### src/rtl/kcm_pkg.sv
`default_nettype none
package kcm_pkg;

  typedef enum logic [2:0] {
    OP_KEY_DOWN  = 3'd0,
    OP_KEY_UP    = 3'd1,
    OP_CANCEL    = 3'd2,
    OP_TICK      = 3'd3,
    OP_SUBSCRIBE = 3'd4,
    OP_UNSUB     = 3'd5,
    OP_DROP      = 3'd6,
    OP_NONE      = 3'd7
  } op_e;

  typedef enum logic [1:0] {
    ST_OK       = 2'd0,
    ST_TOO_MANY = 2'd1,
    ST_FULL     = 2'd2,
    ST_NOT_FND  = 2'd3
  } status_e;

  typedef enum logic {
    ACT_DOWN = 1'b0,
    ACT_UP   = 1'b1
  } act_e;

  typedef enum logic {
    KIND_NOTIFY = 1'b0,
    KIND_CLOSE  = 1'b1
  } kind_e;

  localparam int unsigned KeyW  = 16;
  localparam int unsigned TimeW = 32;
  localparam int unsigned SessW = 8;
  localparam int unsigned CntW  = 3;

  // One accepted command as handed from the front end to the back end.
  typedef struct packed {
    op_e              op;
    logic [KeyW-1:0]  key;
    logic [KeyW-1:0]  key_a;
    logic [KeyW-1:0]  key_b;
    logic [KeyW-1:0]  key_c;
    logic [KeyW-1:0]  key_d;
    logic [CntW-1:0]  cnt;
    logic [SessW-1:0] sess;
    logic [KeyW-1:0]  id;
    logic             press;
    logic [TimeW-1:0] tval;
    logic [TimeW-1:0] dtime;
    logic             late;     // signed (tval - dtime) is negative
    logic             cnt_bad;  // more pre-keys than a slot can hold
  } cmd_t;

  // One result transfer.
  typedef struct packed {
    kind_e            kind;
    logic [KeyW-1:0]  id;
    logic [SessW-1:0] sess;
    logic [KeyW-1:0]  key;
    act_e             act;
    logic [TimeW-1:0] tim;
    logic             handled;
    status_e          status;
    logic             last;
  } res_t;

  typedef enum logic [1:0] {
    BE_IDLE  = 2'd0,
    BE_SCAN  = 2'd1,
    BE_CLOSE = 2'd2
  } be_state_e;

endpackage
`default_nettype wire

### src/rtl/kcm_front.sv
`default_nettype none
// Front end: takes commands, classifies them and keeps a small queue for the back end.
module kcm_front #(
  parameter int unsigned Depth = 2
) (
  input  wire logic         clk_i,
  input  wire logic         rst_ni,
  input  wire logic         push_i,
  input  wire kcm_pkg::cmd_t cmd_i,
  output logic              full_o,
  input  wire logic         pop_i,
  output logic              avail_o,
  output kcm_pkg::cmd_t     cmd_o
);
  localparam int unsigned PtrW = (Depth > 1) ? $clog2(Depth) : 1;

  kcm_pkg::cmd_t    mem_q [Depth];
  logic [PtrW-1:0]  wr_q, wr_d, rd_q, rd_d;
  logic [PtrW:0]    cnt_q, cnt_d;
  kcm_pkg::cmd_t    cls;

  // classification: sign of elapsed time, overfull pre-key list
  // the signed difference tval - dtime is negative exactly when tval < dtime
  always_comb begin
    cls         = cmd_i;
    cls.late    = (cmd_i.tval < cmd_i.dtime);
    cls.cnt_bad = (cmd_i.cnt > kcm_pkg::CntW'(4));
  end

  always_comb begin
    wr_d  = wr_q;
    rd_d  = rd_q;
    cnt_d = cnt_q;
    if (push_i) begin
      wr_d = (wr_q == PtrW'(Depth - 1)) ? '0 : wr_q + 1'b1;
    end
    if (pop_i) begin
      rd_d = (rd_q == PtrW'(Depth - 1)) ? '0 : rd_q + 1'b1;
    end
    cnt_d = cnt_q + (PtrW+1)'(push_i) - (PtrW+1)'(pop_i);
  end

  always_ff @(posedge clk_i or negedge rst_ni) begin
    if (!rst_ni) begin
      wr_q  <= '0;
      rd_q  <= '0;
      cnt_q <= '0;
    end else begin
      wr_q  <= wr_d;
      rd_q  <= rd_d;
      cnt_q <= cnt_d;
    end
  end

  always_ff @(posedge clk_i) begin
    if (push_i) begin
      mem_q[wr_q] <= cls;
    end
  end

  assign full_o  = (cnt_q == (PtrW+1)'(Depth));
  assign avail_o = (cnt_q != '0);
  assign cmd_o   = mem_q[rd_q];
endmodule
`default_nettype wire

### src/rtl/kcm_back.sv
`default_nettype none
// Back end: slot table, one slot visited per cycle, then the closing status.
module kcm_back #(
  parameter int unsigned Slots  = 8,
  parameter int unsigned MaxPre = 4
) (
  input  wire logic          clk_i,
  input  wire logic          rst_ni,
  input  wire logic          avail_i,
  input  wire kcm_pkg::cmd_t cmd_i,
  output logic               pop_o,
  output logic               res_vld_o,
  output kcm_pkg::res_t      res_o
);
  localparam int unsigned SW = (Slots > 1) ? $clog2(Slots) : 1;
  localparam int unsigned KW = kcm_pkg::KeyW;
  localparam int unsigned TW = kcm_pkg::TimeW;

  // slot table
  logic [Slots-1:0]          valid_q;
  logic [Slots-1:0]          ton_q;
  logic [TW-1:0]             rem_q   [Slots];
  logic [KW-1:0]             id_q    [Slots];
  logic [kcm_pkg::SessW-1:0] sess_q  [Slots];
  logic [KW-1:0]             fkey_q  [Slots];
  logic                      press_q [Slots];
  logic [TW-1:0]             hold_q  [Slots];
  logic [4*KW-1:0]           pre_q   [Slots];
  logic [kcm_pkg::CntW-1:0]  pcnt_q  [Slots];
  logic [KW-1:0]             ekey_q  [Slots];
  logic [TW-1:0]             etime_q [Slots];

  kcm_pkg::be_state_e state_q, state_d;
  kcm_pkg::cmd_t      cmd_q;
  logic [SW-1:0]      idx_q, idx_d;
  logic               handled_q, handled_d;
  logic               done_q, done_d;  // subscribe/unsubscribe found its slot
  kcm_pkg::res_t      res_d, res_q;
  logic               rv_d, rv_q;

  // per-slot work for the slot under the scan index
  logic               sv, sp, keyok, preok, notify, wr_slot, clr_tmr, arm, free;
  logic               dec;
  logic [TW-1:0]      remm1;
  logic [KW-1:0]      held [4];
  logic [3:0]         hit;
  logic [TW-1:0]      dlt;
  logic               lt;

  always_comb begin
    held[0] = cmd_q.key_a;
    held[1] = cmd_q.key_b;
    held[2] = cmd_q.key_c;
    held[3] = cmd_q.key_d;
    sv      = valid_q[idx_q];
    sp      = press_q[idx_q];
    keyok   = (cmd_q.key == fkey_q[idx_q]);
    for (int i = 0; i < 4; i++) begin
      hit[i] = (i >= int'(cmd_q.cnt));
      for (int j = 0; j < 4; j++) begin
        if ((j < int'(cmd_q.cnt)) && (pre_q[idx_q][16*j +: 16] == held[i])) begin
          hit[i] = 1'b1;
        end
      end
    end
    preok = !cmd_q.cnt_bad && (cmd_q.cnt == pcnt_q[idx_q]) && (&hit);
    // signed tval - dtime < hold, with hold unsigned
    dlt   = cmd_q.tval - cmd_q.dtime;
    lt    = cmd_q.late || (dlt < hold_q[idx_q]);
    remm1 = rem_q[idx_q] - 1'b1;
  end

  always_comb begin
    state_d   = state_q;
    idx_d     = idx_q;
    handled_d = handled_q;
    done_d    = done_q;
    pop_o     = 1'b0;
    rv_d      = 1'b0;
    res_d     = '0;
    notify    = 1'b0;
    wr_slot   = 1'b0;
    clr_tmr   = 1'b0;
    arm       = 1'b0;
    free      = 1'b0;
    dec       = 1'b0;
    res_d.kind   = kcm_pkg::KIND_NOTIFY;
    res_d.act    = kcm_pkg::ACT_DOWN;
    res_d.status = kcm_pkg::ST_OK;
    res_d.id     = id_q[idx_q];
    res_d.sess   = sess_q[idx_q];
    res_d.key    = cmd_q.key;
    res_d.tim    = cmd_q.tval;
    case (state_q)
      kcm_pkg::BE_IDLE: begin
        if (avail_i) begin
          pop_o     = 1'b1;
          idx_d     = '0;
          handled_d = 1'b0;
          done_d    = 1'b0;
          state_d   = kcm_pkg::BE_SCAN;
        end
      end
      kcm_pkg::BE_SCAN: begin
        case (cmd_q.op)
          kcm_pkg::OP_KEY_DOWN: begin
            if (sv && sp) begin
              if (!keyok || !preok) begin
                clr_tmr = 1'b1;
              end else if (hold_q[idx_q] == '0) begin
                notify = 1'b1;
              end else if (!ton_q[idx_q]) begin
                arm = 1'b1;
              end
            end
          end
          kcm_pkg::OP_KEY_UP: begin
            if (sv && sp) begin
              clr_tmr = 1'b1;
            end else if (sv && keyok && preok && ((hold_q[idx_q] == '0) || lt)) begin
              notify    = 1'b1;
              res_d.act = kcm_pkg::ACT_UP;
            end
          end
          kcm_pkg::OP_CANCEL: clr_tmr = 1'b1;
          kcm_pkg::OP_TICK: begin
            if (sv && ton_q[idx_q]) begin
              dec = 1'b1;
              if (remm1 == '0) begin
                notify    = 1'b1;
                res_d.key = ekey_q[idx_q];
                res_d.tim = etime_q[idx_q];
              end
            end
          end
          kcm_pkg::OP_SUBSCRIBE: begin
            if (!cmd_q.cnt_bad && (cmd_q.cnt <= kcm_pkg::CntW'(MaxPre)) && !done_q && !sv) begin
              wr_slot = 1'b1;
              done_d  = 1'b1;
            end
          end
          kcm_pkg::OP_UNSUB: begin
            if (!done_q && sv && (id_q[idx_q] == cmd_q.id) && (sess_q[idx_q] == cmd_q.sess)) begin
              free   = 1'b1;
              done_d = 1'b1;
            end
          end
          kcm_pkg::OP_DROP: begin
            if (sv && (sess_q[idx_q] == cmd_q.sess)) begin
              free = 1'b1;
            end
          end
          default: ;
        endcase
        if (notify) begin
          rv_d = 1'b1;
          if (cmd_q.op != kcm_pkg::OP_TICK) begin
            handled_d = 1'b1;
          end
        end
        if (idx_q == SW'(Slots - 1)) begin
          state_d = kcm_pkg::BE_CLOSE;
        end else begin
          idx_d = idx_q + 1'b1;
        end
      end
      kcm_pkg::BE_CLOSE: begin
        rv_d       = 1'b1;
        res_d      = '0;
        res_d.kind = kcm_pkg::KIND_CLOSE;
        res_d.last = 1'b1;
        res_d.handled = handled_q && ((cmd_q.op == kcm_pkg::OP_KEY_DOWN) ||
                                      (cmd_q.op == kcm_pkg::OP_KEY_UP));
        case (cmd_q.op)
          kcm_pkg::OP_SUBSCRIBE: begin
            if (cmd_q.cnt_bad || (cmd_q.cnt > kcm_pkg::CntW'(MaxPre))) begin
              res_d.status = kcm_pkg::ST_TOO_MANY;
            end else if (!done_q) begin
              res_d.status = kcm_pkg::ST_FULL;
            end
          end
          kcm_pkg::OP_UNSUB: begin
            if (!done_q) begin
              res_d.status = kcm_pkg::ST_NOT_FND;
            end
          end
          default: ;
        endcase
        state_d = kcm_pkg::BE_IDLE;
      end
      default: state_d = kcm_pkg::BE_IDLE;
    endcase
  end

  always_ff @(posedge clk_i or negedge rst_ni) begin
    if (!rst_ni) begin
      state_q   <= kcm_pkg::BE_IDLE;
      idx_q     <= '0;
      handled_q <= 1'b0;
      done_q    <= 1'b0;
      rv_q      <= 1'b0;
      valid_q   <= '0;
      ton_q     <= '0;
    end else begin
      state_q   <= state_d;
      idx_q     <= idx_d;
      handled_q <= handled_d;
      done_q    <= done_d;
      rv_q      <= rv_d;
      if (wr_slot) begin
        valid_q[idx_q] <= 1'b1;
        ton_q[idx_q]   <= 1'b0;
      end
      if (free || clr_tmr) begin
        ton_q[idx_q] <= 1'b0;
      end
      if (free) begin
        valid_q[idx_q] <= 1'b0;
      end
      if (arm) begin
        ton_q[idx_q] <= 1'b1;
      end
      if (dec && (remm1 == '0)) begin
        ton_q[idx_q] <= 1'b0;
      end
    end
  end

  // remaining count has a defined reset value
  always_ff @(posedge clk_i or negedge rst_ni) begin
    if (!rst_ni) begin
      for (int s = 0; s < Slots; s++) begin
        rem_q[s] <= '0;
      end
    end else if (wr_slot || free || clr_tmr) begin
      rem_q[idx_q] <= '0;
    end else if (arm) begin
      rem_q[idx_q] <= hold_q[idx_q];
    end else if (dec) begin
      rem_q[idx_q] <= remm1;
    end
  end

  // slot payload, command and result registers
  always_ff @(posedge clk_i) begin
    if (pop_o) begin
      cmd_q <= cmd_i;
    end
    if (wr_slot) begin
      id_q[idx_q]    <= cmd_q.id;
      sess_q[idx_q]  <= cmd_q.sess;
      fkey_q[idx_q]  <= cmd_q.key;
      press_q[idx_q] <= cmd_q.press;
      hold_q[idx_q]  <= cmd_q.tval;
      pre_q[idx_q]   <= {cmd_q.key_d, cmd_q.key_c, cmd_q.key_b, cmd_q.key_a};
      pcnt_q[idx_q]  <= cmd_q.cnt;
    end
    if (arm) begin
      ekey_q[idx_q]  <= cmd_q.key;
      etime_q[idx_q] <= cmd_q.tval;
    end
    res_q <= res_d;
  end

  assign res_vld_o = rv_q;
  assign res_o     = res_q;
endmodule
`default_nettype wire

### src/rtl/key_combination_matcher.sv
`default_nettype none
// Channel   | Handshake         | Ports
// command   | start / busy      | operation_i .. down_time_i
// result    | strobe_o          | kind_o .. last_o
//
// In the back end each command is first taken from the queue, then every slot of the
// table scan is visited in turn, and last the closing status is given; the scan of the
// slot table sets the rate. Each result leaves in the cycle after its slot is visited.
// Commands queue in a two-entry buffer, so busy rises only when it is full.
// Reset clears the table valid bits, timers and queue at once; no sweep.
// Results are shown for one cycle each; the receiver cannot stall them.
module key_combination_matcher #(
  parameter int unsigned SLOTS   = 8,
  parameter int unsigned MAX_PRE = 4
) (
  input  wire logic        clk_i,
  input  wire logic        rst_ni,
  input  wire logic        start,
  output logic             busy,
  input  wire logic [2:0]  operation_i,
  input  wire logic [15:0] key_code_i,
  input  wire logic [15:0] key_a_i,
  input  wire logic [15:0] key_b_i,
  input  wire logic [15:0] key_c_i,
  input  wire logic [15:0] key_d_i,
  input  wire logic [2:0]  key_count_i,
  input  wire logic [7:0]  session_i,
  input  wire logic [15:0] sub_id_i,
  input  wire logic        fire_on_press_i,
  input  wire logic [31:0] time_value_i,
  input  wire logic [31:0] down_time_i,
  output logic             strobe_o,
  output logic             kind_o,
  output logic [15:0]      out_sub_id_o,
  output logic [7:0]       out_session_o,
  output logic [15:0]      out_key_o,
  output logic             out_action_o,
  output logic [31:0]      out_time_o,
  output logic             handled_o,
  output logic [1:0]       status_o,
  output logic             last_o
);
  kcm_pkg::cmd_t cmd_in, cmd_q;
  kcm_pkg::res_t res;
  logic          full, avail, pop, push;

  always_comb begin
    cmd_in         = '0;
    cmd_in.op      = kcm_pkg::op_e'(operation_i);
    cmd_in.key     = key_code_i;
    cmd_in.key_a   = key_a_i;
    cmd_in.key_b   = key_b_i;
    cmd_in.key_c   = key_c_i;
    cmd_in.key_d   = key_d_i;
    cmd_in.cnt     = key_count_i;
    cmd_in.sess    = session_i;
    cmd_in.id      = sub_id_i;
    cmd_in.press   = fire_on_press_i;
    cmd_in.tval    = time_value_i;
    cmd_in.dtime   = down_time_i;
  end

  assign busy = full;
  assign push = start && !full;

  kcm_front #(.Depth(2)) u_front (
    .clk_i   (clk_i),
    .rst_ni  (rst_ni),
    .push_i  (push),
    .cmd_i   (cmd_in),
    .full_o  (full),
    .pop_i   (pop),
    .avail_o (avail),
    .cmd_o   (cmd_q)
  );

  kcm_back #(.Slots(SLOTS), .MaxPre(MAX_PRE)) u_back (
    .clk_i     (clk_i),
    .rst_ni    (rst_ni),
    .avail_i   (avail),
    .cmd_i     (cmd_q),
    .pop_o     (pop),
    .res_vld_o (strobe_o),
    .res_o     (res)
  );

  assign kind_o        = res.kind;
  assign out_sub_id_o  = res.id;
  assign out_session_o = res.sess;
  assign out_key_o     = res.key;
  assign out_action_o  = res.act;
  assign out_time_o    = res.tim;
  assign handled_o     = res.handled;
  assign status_o      = res.status;
  assign last_o        = res.last;
endmodule
`default_nettype wire
### config.mk
export PLATFORM = sky130hd
export DESIGN_NAME = key_combination_matcher
export DESIGN_NICKNAME = d
export VERILOG_FILES = /design/src/rtl/kcm_pkg.sv /design/src/rtl/kcm_front.sv /design/src/rtl/kcm_back.sv /design/src/rtl/key_combination_matcher.sv
export SDC_FILE = /design/constraint.sdc
export NUM_CORES = 2
export LEC_CHECK = 0
export BUFFER_PORTS_ARGS = -buffer_cell sky130_fd_sc_hd__buf_2
export CORE_AREA = 2 2 501 503
export CTS_BUF_LIST = sky130_fd_sc_hd__clkbuf_4
export DETAILED_ROUTE_END_ITERATION = 8
export DIE_AREA = 0 0 503 505
export PLACE_DENSITY_LB_ADDON = 0.12
export SLEW_MARGIN = 20
export SYNTH_ARGS = -nofsm -noshare
export SYNTH_HDL_FRONTEND = slang
export SYNTH_SLANG_ARGS = --single-unit
### constraint.sdc
create_clock -name clk_i -period 15.3 [get_ports clk_i]
set_input_delay 1.53 -clock clk_i [delete_from_list [all_inputs] [get_ports clk_i]]
set_output_delay 1.53 -clock clk_i [all_outputs]
set_load 0.05 [all_outputs]
==> impl_results.rst <==
.. list-table::
   :header-rows: 1

   * - Metric
     - Value
   * - Status
     - completed
   * - R2r worst-path depth
     - 16
   * - Number of hold-slack violations in the final timing report
     - 0
   * - Max stage delay cell, worst path
     - sky130_fd_sc_hd__nor4_2
   * - Post-detailed-route wirelength per cell
     - 30.3 um
   * - Setup slack, reg-to-reg
     - slightly below 7000 ps
   * - Sequential element share of the synthesized area
     - 0.705
   * - Synthesized area
     - 99,000 um2
   * - Unrepaired setup endpoints after global routing
     - false
   * - DRT antenna net count
     - 0
   * - Worst-case clock buffer depth
     - 4
   * - Synthesized area per cell
     - roughly 16 um2
   * - Worst hold path depth
     - 1
   * - Global-route met1 utilization
     - 0.359
   * - Horiz. Die Dim
     - 503 um
   * - Minimum setup slack in the final design
     - between 6000 and 7000 ps
   * - Full die area
     - 254,000 um2
   * - Clock root buffer
     - sky130_fd_sc_hd__clkbuf_4
   * - Initial Util
     - 0.399
   * - Highest achievable clock rate
     - 117 MHz
   * - Largest voltage drop on the vdd net
     - approximately 0.12 mV
   * - Nets in the synthesized netlist
     - 6,552
   * - Hold path endpoint
     - u_front.mem_q[1][78]
   * - Cell breakdown of the critical path
     - buf_4 > buf_12 > buf_4 > buf_4 > mux2i_1 > o2bb2ai_1 > a221oi_1 > nand4_1 > nor4_2 > nor4bb_1 > o211ai_1 > nor4_1 > o2111a_1 > nand2_1 > o21ai_0 > a22o_1
   * - GRT Overall Usage
     - 0.255
   * - Most common library cell in the layout ignoring fill and taps
     - sky130_fd_sc_hd__edfxtp_1
   * - Total congestion overflow
     - 0
   * - Fraction of final layout cells sized beyond drive strength 1
     - 0.271
   * - Post-synth ARST share
     - 0.119
   * - Number of buffers and inverters on the critical path
     - 4
   * - Leading cell types in the layout, fill and taps excluded
     - sky130_fd_sc_hd__edfxtp_1, sky130_fd_sc_hd__clkbuf_4, sky130_fd_sc_hd__mux2_2
   * - TritonCTS clock tree
     - yes
   * - Critical path start-end classification
     - reg2reg
   * - Final net count
     - about 7,300
   * - Synth-to-layout area growth
     - 14.4%
   * - Total vias in the final route
     - 62,700
   * - I/O pin count
     - 258
   * - Core area
     - approximately 250,000 um2
   * - Syn. warnings
     - 0
   * - Worst Hold Class
     - in2reg
   * - Critical path's top delay family
     - simple AND/OR/NAND/NOR gates
   * - Area after DPL
     - around 100,000 um2
   * - Setup-failing EPs final
     - 0
   * - Via count normalized by instance count
     - 5.79
   * - Remaining max-slew budget at the tightest pin
     - 0.171
   * - Hold wc startpoint
     - sub_id_i[11]
   * - Most Frequent Cell on Critical Path
     - sky130_fd_sc_hd__buf_4
   * - Unique cell type count in the Yosys netlist
     - 90
   * - Number of DRC violations after detailed routing
     - 0
   * - Site row count
     - 183
   * - Cts repair resizes
     - 0
   * - Max-cap check violation count
     - 0
   * - Sinks on the clock net
     - around 2,400
   * - Wire length of the first global-routing pass
     - 465 mm
   * - Met2 track demand over resource
     - 0.380
   * - Iteration-0 DRC count of the detailed router
     - ~6,800
   * - Reg-to-reg endpoint
     - u_back.res_o[51]
   * - Worst-Margin Slew
     - between 1000 and 1500 ps
   * - Largest area contributor in the netlist
     - sky130_fd_sc_hd__edfxtp_1
   * - Yosys reg bits
     - 2,396
   * - Syn Inst Count
     - roughly 6,300
   * - Category of the worst setup path capture point
     - register
   * - Filler Cells Inserted
     - ~22,000
   * - Final worst clock skew
     - 158 ps
   * - Post-Route WL
     - 328 mm
   * - Largest net degree at the start of global routing
     - ~120
   * - Critical Path Start
     - u_back.idx_q[1]
   * - HPWL after detailed placement
     - about 190 mm
   * - Clk pin slew, worst setup/hold paths
     - 70 ps
   * - Post-layout min period
     - 8560 ps
   * - Clk_lat worst skew
     - approximately 1500 ps
   * - Number of max-slew violations in the final report
     - 0
   * - Vias in the first global route
     - 63,600
   * - Required @ worst endpoint
     - 16,650 ps
   * - WHS
     - 234 ps
   * - Final worst path period share
     - 0.559
   * - Leakage
     - ~40 nW
   * - Fin Setup TNS
     - 0 ps
   * - Slowest cell delay on critical path
     - 910 ps
   * - Total power consumption of the routed design
     - 24.3 mW
   * - R2r startpoint
     - u_back.idx_q[1]
   * - Power density relative to cell area
     - roughly 210 nW/um2
   * - Leading cell types by total area after synthesis
     - sky130_fd_sc_hd__edfxtp_1, sky130_fd_sc_hd__dfrtp_1, sky130_fd_sc_hd__mux2_2
   * - Met3 track utilization from global routing
     - 0.0666
   * - Post-Place Worst Slack
     - 7110 ps
   * - Y dimension of the die
     - 505 um
   * - Deepest level of the CTS H-tree
     - 6
   * - Fraction of synthesized cell area taken by the top area cell type
     - 0.617
   * - Router iterations before antenna repair
     - 6
   * - Final non-filler cell area
     - 113,000 um2
   * - Routability Congestion
     - ~0.92
   * - Post-synth EDFFs
     - between 2,000 and 2,500
   * - Global-route layer with the greatest usage
     - met2
   * - Synth Flop Type
     - sky130_fd_sc_hd__edfxtp_1
   * - Arrival time worst endpoint
     - around 9900 ps
   * - Port bufs
     - 257
   * - Startpoint class of the critical path
     - register
   * - Number of antenna violations at the first check in global routing
     - 19
   * - TritonCTS Buffers
     - 655
   * - Biggest fanout along the worst timing path
     - 64
==> state kept, by name (all words and copies together) (netlist names), 64 cells and up, named ones only <==
| signal | flops |
|---|---|
| u_back.pre_q | 512 |
| u_front.mem_q | 354 |
| u_back.etime_q | 256 |
| u_back.hold_q | 256 |
| u_back.rem_q | 256 |
| u_back.cmd_q | 177 |
| u_back.ekey_q | 128 |
| u_back.fkey_q | 128 |
| u_back.id_q | 128 |
| u_back.res_o | 77 |
| u_back.sess_q | 64 |
==> where the power goes <==
part	switching (mW)	internal, mW	leakage [nW]
registers	1.16	8.51	23.1
clock network	2.66	3.15	5.00
logic	5.94	2.86	11.9
total	9.76	14.5	39.9
==> worst register-to-register path, delay by kind of cell (launching register included) <==
family | cells | cell delay, ps
AND/OR/NAND/NOR | 5 | 2820
buffers and inverters | 4 | 2500
AO/OA/AOI/OAI | 6 | 2200
flip-flops | 1 | 670
multiplexers | 1 | 280
==> metal layers <==
metal / part of all wire / vias up
li1: - / 26600
met1: 0.43 / 32500
met2: 0.44 / 3043
met3: 0.091 / 546
met4: 0.032 / 12
met5: 0.00025 / -
==> cells by family (layout without fill, tap and decap cells) <==
logic type / count (synthesis) / after routing / share of synthesized area
AO/OA/AOI/OAI: 1264 / 1264 / 0.0946
other: 0 / 9 / 0
adder cells (fa/ha/maj): 103 / 103 / 0.0131
buffers and inverters: 580 / 1796 / 0.0247
XOR/XNOR: 341 / 341 / 0.0302
multiplexers: 716 / 716 / 0.0908
AND/OR/NAND/NOR: 871 / 871 / 0.0417
flip-flops: 2396 / 2396 / 0.705
==> synthesized netlist by cell type, types with 9 or more instances <==
cell type	count
sky130_fd_sc_hd__o2bb2ai_1	12
sky130_fd_sc_hd__inv_1	222
sky130_fd_sc_hd__xor2_1	149
sky130_fd_sc_hd__buf_2	82
sky130_fd_sc_hd__ha_1	102
sky130_fd_sc_hd__or3_1	10
sky130_fd_sc_hd__mux4_2	112
sky130_fd_sc_hd__o22a_1	19
sky130_fd_sc_hd__edfxtp_1	2035
sky130_fd_sc_hd__o21ai_0	212
sky130_fd_sc_hd__a211oi_1	13
sky130_fd_sc_hd__a21oi_1	149
sky130_fd_sc_hd__dfxtp_1	77
sky130_fd_sc_hd__nor2_1	307
sky130_fd_sc_hd__mux2_2	333
sky130_fd_sc_hd__nand4_1	48
sky130_fd_sc_hd__nand2b_1	25
sky130_fd_sc_hd__a221o_1	207
sky130_fd_sc_hd__nand3_1	33
sky130_fd_sc_hd__a22oi_1	163
sky130_fd_sc_hd__dfrtp_1	284
sky130_fd_sc_hd__a21o_1	28
sky130_fd_sc_hd__o21bai_1	9
sky130_fd_sc_hd__o221ai_1	61
sky130_fd_sc_hd__nor2b_1	26
sky130_fd_sc_hd__buf_1	38
sky130_fd_sc_hd__nor4_1	64
sky130_fd_sc_hd__nor3_1	60
sky130_fd_sc_hd__mux2i_1	267
sky130_fd_sc_hd__o21a_1	20
sky130_fd_sc_hd__buf_4	26
sky130_fd_sc_hd__nand2_1	224
sky130_fd_sc_hd__a22o_1	40
sky130_fd_sc_hd__clkbuf_1	199
sky130_fd_sc_hd__xnor2_1	192
sky130_fd_sc_hd__and2_1	10
sky130_fd_sc_hd__o22ai_1	131
sky130_fd_sc_hd__a221oi_1	119
sky130_fd_sc_hd__o21ai_1	9
sky130_fd_sc_hd__buf_6	9
==> worst max-delay path by stage <==
| stage | slack [ps] | depth (start not counted) | end |
|---|---|---|---|
| 6_report | 6740 | 16 | u_back.res_o[51] |
| 5_1_grt | 6510 | 16 | u_back.res_o[51] |
| 4_1_cts | 7030 | 15 | u_back.rem_q[113] |
| 3_5_place_dp | 7110 | 15 | u_back.res_o[22] |
| 3_3_place_gp | 7190 | 14 | u_back.ekey_q[4][12] |
| 2_1_floorplan | 5560 | 17 | u_back.valid_q[6] |
==> final cells by class <==
cell class / count / area, um2 / share of cell area
Multi-Input combinational cell: 3295 / 27100 / 0.239
Clock buffer: 1001 / 7510 / 0.0664
Inverter: 225 / 862 / 0.00762
Tap cell: 3330 / 4170 / 0.0368
Timing Repair Buffer: 446 / 2880 / 0.0255
Clock inverter: 124 / 848 / 0.00750
Sequential cell: 2396 / 69800 / 0.617
Antenna cell: 9 / 22.5 / 0.000199
==> per-stage QoR <==
step | cells | util
after floorplan | 6271 | -
after global placement | 9685 | 0.422
after detailed placement | 9687 | 0.422
after CTS | 10800 | 0.455
after global routing | 10800 | 0.456
final | 10800 | 0.456
==> what timing repair did <==
action                                 4_1_cts  5_1_grt
buffers inserted                             0        0
hold buffers                                 1        0
endpoints found under the hold margin        6        0
Note: power is estimated with default switching activity, not from simulation.
